--- src/rtl/rud_pkg.sv ---
// Shared types for the pipelined restoring unsigned divider.
// Holds the operand and result word structs and the per-stage control struct.
// No dependencies.
package rud_pkg;

    localparam int FIELD_W = 32;

    typedef struct packed {
        logic [FIELD_W-1:0] dividend_in;
        logic [FIELD_W-1:0] divisor_in;
    } operands_t;

    typedef struct packed {
        logic [FIELD_W-1:0] quotient_out;
        logic [FIELD_W-1:0] remainder_out;
        logic               div_by_zero;
    } result_t;

    // Control that rides alongside the data through every stage.
    typedef struct packed {
        logic valid;
        logic dz;
    } ctl_t;

endpackage

--- src/rtl/rud_step.sv ---
// One restoring-division step with its pipeline register.
// Shifts the remainder/quotient pair, trial-subtracts the divisor, keeps or restores.
// Depends on rud_pkg.
module rud_step #(
    parameter int WIDTH = 32
) (
    input  logic             clk,
    input  logic             rst_n,
    input  rud_pkg::ctl_t    ctl,
    input  logic [WIDTH-1:0] rem,
    input  logic [WIDTH-1:0] quo,
    input  logic [WIDTH-1:0] dvs,
    output rud_pkg::ctl_t    step_ctl,
    output logic [WIDTH-1:0] step_rem,
    output logic [WIDTH-1:0] step_quo,
    output logic [WIDTH-1:0] step_dvs
);
    import rud_pkg::*;

    logic [WIDTH:0]   shifted;
    logic [WIDTH+1:0] diff;
    logic             take;
    logic [WIDTH-1:0] rem_next;
    logic [WIDTH-1:0] quo_next;

    ctl_t             ctl_reg;
    logic [WIDTH-1:0] rem_reg;
    logic [WIDTH-1:0] quo_reg;
    logic [WIDTH-1:0] dvs_reg;

    // The shifted remainder is one bit wider than the operands, so a divisor
    // with its top bit set still compares correctly.
    assign shifted  = {rem, quo[WIDTH-1]};
    assign diff     = {1'b0, shifted} - {2'b00, dvs};
    assign take     = ~diff[WIDTH+1];
    assign rem_next = take ? diff[WIDTH-1:0] : shifted[WIDTH-1:0];
    assign quo_next = {quo[WIDTH-2:0], take};

    always_ff @(posedge clk or negedge rst_n)
    begin
        if (!rst_n)
        begin
            ctl_reg <= '0;
        end
        else
        begin
            ctl_reg <= ctl;
        end
    end

    always_ff @(posedge clk)
    begin
        rem_reg <= rem_next;
        quo_reg <= quo_next;
        dvs_reg <= dvs;
    end

    assign step_ctl = ctl_reg;
    assign step_rem = rem_reg;
    assign step_quo = quo_reg;
    assign step_dvs = dvs_reg;

endmodule

--- src/rtl/restoring_unsigned_divider_unit.sv ---
// Pipelined restoring unsigned divider: one quotient bit per register stage.
// A word accepted at a clock edge passes the entry register, the step registers and
// the output register, and is then shown on result with done high.
// Throughput: one word per cycle; busy stays low, as the pipeline never stalls.
// Reset clears the valid bits of every stage and the done strobe; data is not reset.
// Depends on rud_pkg and rud_step.
module restoring_unsigned_divider_unit #(
    parameter int WIDTH = 32
) (
    input  logic               clk,
    input  logic               rst_n,
    input  logic               start,
    output logic               busy,
    input  rud_pkg::operands_t operands,
    output logic               done,
    output rud_pkg::result_t   result
);
    import rud_pkg::*;

    logic [WIDTH-1:0] dividend_w;
    logic [WIDTH-1:0] divisor_w;

    ctl_t             ctl_s [0:WIDTH];
    logic [WIDTH-1:0] rem_s [0:WIDTH];
    logic [WIDTH-1:0] quo_s [0:WIDTH];
    logic [WIDTH-1:0] dvs_s [0:WIDTH];

    ctl_t             ctl0_reg;
    logic [WIDTH-1:0] quo0_reg;
    logic [WIDTH-1:0] dvs0_reg;

    logic [FIELD_W-1:0] quo_cut;
    logic [FIELD_W-1:0] rem_cut;

    logic    done_reg;
    result_t result_reg;
    result_t result_next;

    // Operands are taken at WIDTH bits: extended or cut as needed.
    if (WIDTH > FIELD_W)
    begin : g_ext
        assign dividend_w = {{(WIDTH-FIELD_W){1'b0}}, operands.dividend_in};
        assign divisor_w  = {{(WIDTH-FIELD_W){1'b0}}, operands.divisor_in};
        assign quo_cut    = quo_s[WIDTH][FIELD_W-1:0];
        assign rem_cut    = rem_s[WIDTH][FIELD_W-1:0];
    end
    else if (WIDTH == FIELD_W)
    begin : g_same
        assign dividend_w = operands.dividend_in;
        assign divisor_w  = operands.divisor_in;
        assign quo_cut    = quo_s[WIDTH];
        assign rem_cut    = rem_s[WIDTH];
    end
    else
    begin : g_cut
        assign dividend_w = operands.dividend_in[WIDTH-1:0];
        assign divisor_w  = operands.divisor_in[WIDTH-1:0];
        assign quo_cut    = {{(FIELD_W-WIDTH){1'b0}}, quo_s[WIDTH]};
        assign rem_cut    = {{(FIELD_W-WIDTH){1'b0}}, rem_s[WIDTH]};
    end

    assign busy = 1'b0;

    // Entry stage: capture the operands and flag a zero divisor.
    always_ff @(posedge clk or negedge rst_n)
    begin
        if (!rst_n)
        begin
            ctl0_reg <= '0;
        end
        else
        begin
            ctl0_reg.valid <= start & ~busy;
            ctl0_reg.dz    <= (divisor_w == '0);
        end
    end

    always_ff @(posedge clk)
    begin
        quo0_reg <= dividend_w;
        dvs0_reg <= divisor_w;
    end

    assign ctl_s[0] = ctl0_reg;
    assign rem_s[0] = '0;
    assign quo_s[0] = quo0_reg;
    assign dvs_s[0] = dvs0_reg;

    for (genvar i = 0; i < WIDTH; i++)
    begin : g_step
        rud_step #(
            .WIDTH (WIDTH)
        ) u_step (
            .clk      (clk),
            .rst_n    (rst_n),
            .ctl      (ctl_s[i]),
            .rem      (rem_s[i]),
            .quo      (quo_s[i]),
            .dvs      (dvs_s[i]),
            .step_ctl (ctl_s[i+1]),
            .step_rem (rem_s[i+1]),
            .step_quo (quo_s[i+1]),
            .step_dvs (dvs_s[i+1])
        );
    end

    // A zero divisor forces both numeric fields to zero.
    always_comb
    begin
        result_next.div_by_zero   = ctl_s[WIDTH].dz;
        result_next.quotient_out  = ctl_s[WIDTH].dz ? '0 : quo_cut;
        result_next.remainder_out = ctl_s[WIDTH].dz ? '0 : rem_cut;
    end

    always_ff @(posedge clk or negedge rst_n)
    begin
        if (!rst_n)
        begin
            done_reg <= 1'b0;
        end
        else
        begin
            done_reg <= ctl_s[WIDTH].valid;
        end
    end

    always_ff @(posedge clk)
    begin
        result_reg <= result_next;
    end

    assign done   = done_reg;
    assign result = result_reg;

    // The strobe is sampled at the edge that ends its cycle.
    a_latency : assert property (@(posedge clk) disable iff (!rst_n)
        (start && !busy) |-> ##(WIDTH+2) done)
        else $error("accepted word did not come out after the pipeline latency");

    a_no_phantom : assert property (@(posedge clk) disable iff (!rst_n)
        done |-> $past(start, WIDTH+2))
        else $error("result strobe without a matching accepted word");

    a_dz_zero : assert property (@(posedge clk) disable iff (!rst_n)
        (done && result.div_by_zero) |->
            (result.quotient_out == '0 && result.remainder_out == '0))
        else $error("divide-by-zero result carries nonzero fields");

    a_rem_bound : assert property (@(posedge clk) disable iff (!rst_n)
        (ctl_s[WIDTH].valid && !ctl_s[WIDTH].dz) |-> (rem_s[WIDTH] < dvs_s[WIDTH]))
        else $error("final remainder not below the divisor");

endmodule

--- config.mk ---
export PLATFORM = sky130hd
export DESIGN_NAME = restoring_unsigned_divider_unit
export DESIGN_NICKNAME = d
export VERILOG_FILES = /design/src/rtl/rud_pkg.sv /design/src/rtl/rud_step.sv /design/src/rtl/restoring_unsigned_divider_unit.sv
export SDC_FILE = /design/constraint.sdc
export NUM_CORES = 2
export LEC_CHECK = 0
export ABC_CLOCK_PERIOD_IN_PS = 4600
export BUFFER_PORTS_ARGS = -buffer_cell sky130_fd_sc_hd__buf_4
export CAP_MARGIN = 0
export CELL_PAD_IN_SITES_DETAIL_PLACEMENT = 0
export CELL_PAD_IN_SITES_GLOBAL_PLACEMENT = 2
export CORE_MARGIN = 2
export CORE_UTILIZATION = 35
export CTS_CLUSTER_DIAMETER = 60
export DETAILED_ROUTE_END_ITERATION = 8
export GPL_TIMING_DRIVEN = 1
export PLACE_DENSITY = 0.76
export SETUP_SLACK_MARGIN = 0.02
export SKIP_CTS_REPAIR_TIMING = 1
export SLEW_MARGIN = 25
export SYNTH_ARGS = -nofsm -noshare
export SYNTH_HDL_FRONTEND = slang
export SYNTH_SLANG_ARGS = --single-unit
--- constraint.sdc ---
create_clock -name clk -period 4.6 [get_ports clk]
set_clock_uncertainty 0.2 [all_clocks]
set_input_delay 0.92 -clock clk [delete_from_list [all_inputs] [get_ports clk]]
set_output_delay 0.92 -clock clk [all_outputs]
set_load 0.01 [all_outputs]
* Word-level counts from Yosys, hierarchy flattened
Index checks and enable logic that the tools add are counted.
Word-level totals: memory bits (read-only) 0, output and inout port bits 67, memories 0, logic and storage cells 265, bits in registers 3236, input port bits 67, bits in latches 0, RAM bits 0
Operators by class: shift operators 0, divide/modulo/power cells 0, mux-type cells 32, $mul 0, bitwise operators 32, $add $sub $neg 32, order comparisons 0, reductions and logical operators 1, equality and inequality tests 0
Operators with widths (count):
- $sub A33 B32 Y34 | 31
- $mux W32 | 31
- $sub A1 B32 Y33 | 1
- $logic_not A32 Y1 | 1
- $not A1 Y1 | 32
- $mux W1 | 1

* Logic depth before layout (Yosys ltp)
word-level depth 2, gate-level depth with buffers 17, mapped depth without buffers 16

* Modules after synthesis
Synthesis repeated with hierarchy kept, for this count alone.
Unflattened totals: cell total of the unflattened synthesis 14146, area, all modules 140342.1 um2
By module, submodules not included:
- rud_step at g_step[23].u_step ... | cells each 454, area each 4201.5 um2, seq. area each 1971.9 um2, instances 15
- rud_step at g_step[0].u_step ... | cells each 419, area each 4379.2 um2, seq. area each 1971.9 um2, instances 11
- rud_step at g_step[10].u_step ... | cells each 416, area each 4391.7 um2, seq. area each 1971.9 um2, instances 3
- rud_step at g_step[31].u_step ... | cells each 430, area each 4310.4 um2, seq. area each 1971.9 um2, instances 2
- rud_step at g_step[22].u_step | cells each 403, area each 4175.3 um2, seq. area each 1971.9 um2, instances 1
- restoring_unsigned_divider_unit | cells each 216, area each 3176.8 um2, seq. area each 2657.5 um2, instances 1

* Worst setup path after synthesis
OpenSTA, ideal clock, no wires.
kind reg2reg, start point register g_step[20].u_step.quo_reg[31], end point register g_step[21].u_step.rem_reg[30], slack 951 ps, arrival 3329 ps, cell stages (with the launch flop) 17, library setup time 121 ps, path through dfxtp_1 -> inv_1 -> ha_1 -> inv_1 -> fa_1 -> a21o_1 -> a21oi_1 -> o21a_1 -> o31ai_1 -> a2111oi_2 -> o21bai_1 -> a211o_1 -> a211o_1 -> a31o_1 -> a21oi_2 -> xnor2_1 -> mux2_2
Between the ends: longest elaborated chain between the ends 2
RTL lines:
- start, declared | line rud_step.sv:28 | logic [WIDTH-1:0] quo_reg;
- start signal, assigned | line rud_step.sv:54 | quo_reg <= quo_next;
- $sub A33 B32 Y34 | line rud_step.sv:34 | assign diff = {1'b0, shifted} - {2'b00, dvs};
- $mux W32 | line rud_step.sv:36 | assign rem_next = take ? diff[WIDTH-1:0] : shifted[WIDTH-1:0];
- via g_step[21].u_step.rem_next[30] | line rud_step.sv:23 | logic [WIDTH-1:0] rem_next;
- end signal, assigned | line rud_step.sv:53 | rem_reg <= rem_next;
- end, declared | line rud_step.sv:27 | logic [WIDTH-1:0] rem_reg;
The timed path passes the listed nets, and every way through them passes these cells. A chain may end at the register's enable or synchronous reset.

* Final worst setup path
start point register g_step[17].u_step.dvs_reg[1], end point register g_step[18].u_step.rem_reg[5]
Between the ends: longest elaborated chain between the ends 2
RTL lines:
- start, declared | line rud_step.sv:29 | logic [WIDTH-1:0] dvs_reg;
- start signal, assigned | line rud_step.sv:55 | dvs_reg <= dvs;
- $sub A33 B32 Y34 | line rud_step.sv:34
- $mux W32 | line rud_step.sv:36
- via g_step[18].u_step.rem_next[5] | line rud_step.sv:23
- end signal, assigned | line rud_step.sv:53
- end, declared | line rud_step.sv:27
The timed path passes the listed nets, and every way through them passes these cells.

==> results.toml <==
[synthesis]
synth-simple-area-share_pct = 8.98
synth_fa_ha_area_share_pct = 10.4
synthMuxAreaShare_pct = 3.08
synth_area_um2 = 126000
synth_seq_area_share_pct = 51.6
yosysTopAreaCellShare_pct = 50.3
synth_flop_cell = "dfxtp_1"
synth_seq_cells = 3236
synthArstFlopShare_pct = 2.07
syn_inst = 12500
avgSynthCellArea_um2 = 10.1
synth_edf_count = 0
synth_compound_area_share_pct = 15.6
yosysWarnings = 0
synth_top_family_by_area = "compound AO/OA/AOI/OAI gates"
synth_xor_area_share_pct = 5.85
synthDistinctLibCells = 117
yosys-top-cells-area = "dfxtp_1 (50%), ha_1 (9.9%), a21oi_1 (4.1%), inv_1 (3.6%), xnor2_1 (3.6%)"
yosys.area.top_type = "dfxtp_1"

[cells_and_area]
drive_gt1_share_pct = 9.97
areaGrowthSynthToFinish_pct = 17.1
utilization_pct = 41.1
nets = 14000
fin_area_um2 = 148000

[clock_network]
clock_sinks = 3236
clkTransAtPathRegs_ns = 0.06
clockBufferDepth = 4
tritoncts = "built"
root_buffer = "clkbuf_16"
h-tree-depth = 5
insertion_delay_ns = 0.95
cts_buffers = 378

[route]
vias_per_cell = 4.62
drtPass1Iterations = 6
vias = 83700
drc_errors = 0
wl_um = 290000
ant_nets = 0
wl_per_cell_um = 16.0
dr.first_iter.drc_count = 3662

[pwr]
leakagePower_nw = 67.4
power_density_nw_per_um2 = 815
peakVddDrop_mv = 0.398

[worst_setup_path]
path_max_fanout = 52
worstSetupEndpointType = "register"
crit_type = "reg2reg"
worst-endpoint-required_ns = 5.20
cp-start-kind = "register"
arrival_ns = 4.90

[sta]
tns_ns = 0
rsz0062_at_grt = "no"
period_needed_ns = 4.30
finalMaxSlewViolations = 0
timing.final.crit_share_pct = 93.4
tightest_slew_ns = 0.928
slew-limit-headroom_pct = 37.9
finalHoldViolCount = 0
setup_viol = 0
fmax_mhz = 233

[placed_design]
port_buffers = 132
hpwl_um = 224000
placed_area_um2 = 134000
globalplace.congestion = 0.839

[die]
fp.dieH_um = 604
num_io_pins = 134
die-area_um2 = 365000
die_x_um = 604
start_util_pct = 35.1
core-area_um2 = 359000
num_rows = 220

[hold_path]
worstHoldPathType = "reg2reg"

[outcome]
outcome = "finished, final reports clean"

[global_routing]
grt_pass1_vias = 84600
grt-ovfl-total = 0
grt_use_total_pct = 15.7
grt_pass1_wl_um = 464000
grt_start_max_net_pins = 68
antenna_found_initial = 20

[job]
cap_violations = 0
-- placed cells by master (no fill, tap or decap), drive strengths merged, types with 26 or more instances in the layout --
master       Yosys  routed
a2111oi         26      26
a211oi          84      84
a21o           525     525
a21oi         1026    1026
a31oi          102     102
a41oi           32      32
and2            47      47
and3            81      81
buf             83     270
bufinv           0      36
clkbuf         175     495
clkinv           1      97
dfrtp           67      67
dfxtp         3169    3169
diode            0      78
dlygate4sd3      0      66
fa              31      31
ha             994     994
inv           1222    1269
mux2           321     321
nand2          810     810
nand2b         125     125
nand3          145     145
nand4          117     117
nor2           657     657
nor2b          200     200
nor3            94      94
nor4            31      31
o211ai          33      33
o21a           121     121
o21ai          789     789
o21bai         104     104
o31ai           61      61
xnor2          514     514
xor2           328     328
-- final cells by class --
cell class | count | area, µm²
sequential | 3236 | 65100
clock buffer | 495 | 10500
inverter | 1223 | 4590
fill | 35300 | 211000
timing repair buffer | 336 | 3030
tap | 4773 | 5970
multi-input combinational | 7782 | 55500
clock inverter | 199 | 2650
antenna | 78 | 195
-- layer usage --
metal	global-route usage, %	wire length, µm
met1	18.6	126000
met2	28.6	144000
met3	2.30	9170
met4	5.90	10900
met5	0	0
-- path summary, 6_finish.rpt --
kind,startpoint,endpoint,slack [ns],cells after the start
worst max-delay path,g_step[17].u_step.step_dvs[1],g_step[18].u_step.step_rem[5],0.30,15
worst min-delay path,g_step[21].u_step.step_quo[10],g_step[22].u_step.step_quo[11],0.10,0
worst max register to register,g_step[17].u_step.step_dvs[1],g_step[18].u_step.step_rem[5],0.30,15
worst min register to register,g_step[21].u_step.step_quo[10],g_step[22].u_step.step_quo[11],0.10,0
max in group asynchronous,rst_n,g_step[31].u_step.step_ctl[0],3.17,2
min in group asynchronous,rst_n,g_step[20].u_step.step_ctl[1],0.44,2
-- per-stage QoR --
stage	hold WS, ns	instances	setup slack [ns]	total power [mW]
after floorplan	0.110	12500	0.951	76.8
after detailed placement	0.112	17300	0.315	90.3
after CTS	-0.243	18000	0.301	122
final	0.103	18100	0.302	120
after global placement	0.110	17300	0.274	90.7
after global routing	0.0994	18100	0.0400	130
-- critical path: stages (launching register included) --
cell and delay (ns):
dfxtp_1 0.44, inv_1 0.12, ha_1 0.29, nor2b_1 0.13, o21a_1 0.17, o21ai_1 0.17, a21oi_1 0.20, a221oi_2 0.52
o31ai_1 0.18, buf_4 0.18, a31oi_1 0.44, o211ai_1 0.17, and3_1 0.21, nand2b_2 0.19, buf_12 0.18, mux2_2 0.32
-- Yosys cell counts, types with 21 or more instances --
cell      number
dfrtp_1       67
xnor2_1      514
nor2b_1      200
a41oi_1       29
nand3_1      145
a211oi_1      81
o21ai_0      726
fa_1          31
nor3_1        92
o21bai_1     104
mux2_2       274
nand2b_1     124
nor4_1        30
dfxtp_1     3169
and4_1        25
o211ai_1      32
and2_1        46
ha_1         994
or2_2         21
nand2_1      810
mux2_1        27
inv_1       1217
o21a_1       121
or3_1         25
a21o_1       525
o21ai_1       59
o31ai_1       58
and3_1        80
buf_2         68
a31oi_1       99
nand4_1      117
nor2_1       657
a21oi_1     1021
xor2_1       328
clkbuf_1     175
-- where the power goes --
part | switching, mW | internal, mW
clock network | 12.3 | 18.4
logic | 26.5 | 22.5
registers | 4.48 | 36.1
-- cell families after synthesis --
| logic type | Yosys count |
|---|---|
| XOR/XNOR | 842 |
| multiplexers | 341 |
| other | 1 |
| flip-flops | 3236 |
| buffers and inverters | 1481 |
| AO/OA/AOI/OAI | 3142 |
| adder cells (fa/ha/maj) | 1025 |
| AND/OR/NAND/NOR | 2416 |
(Power assumes the default switching activity.)
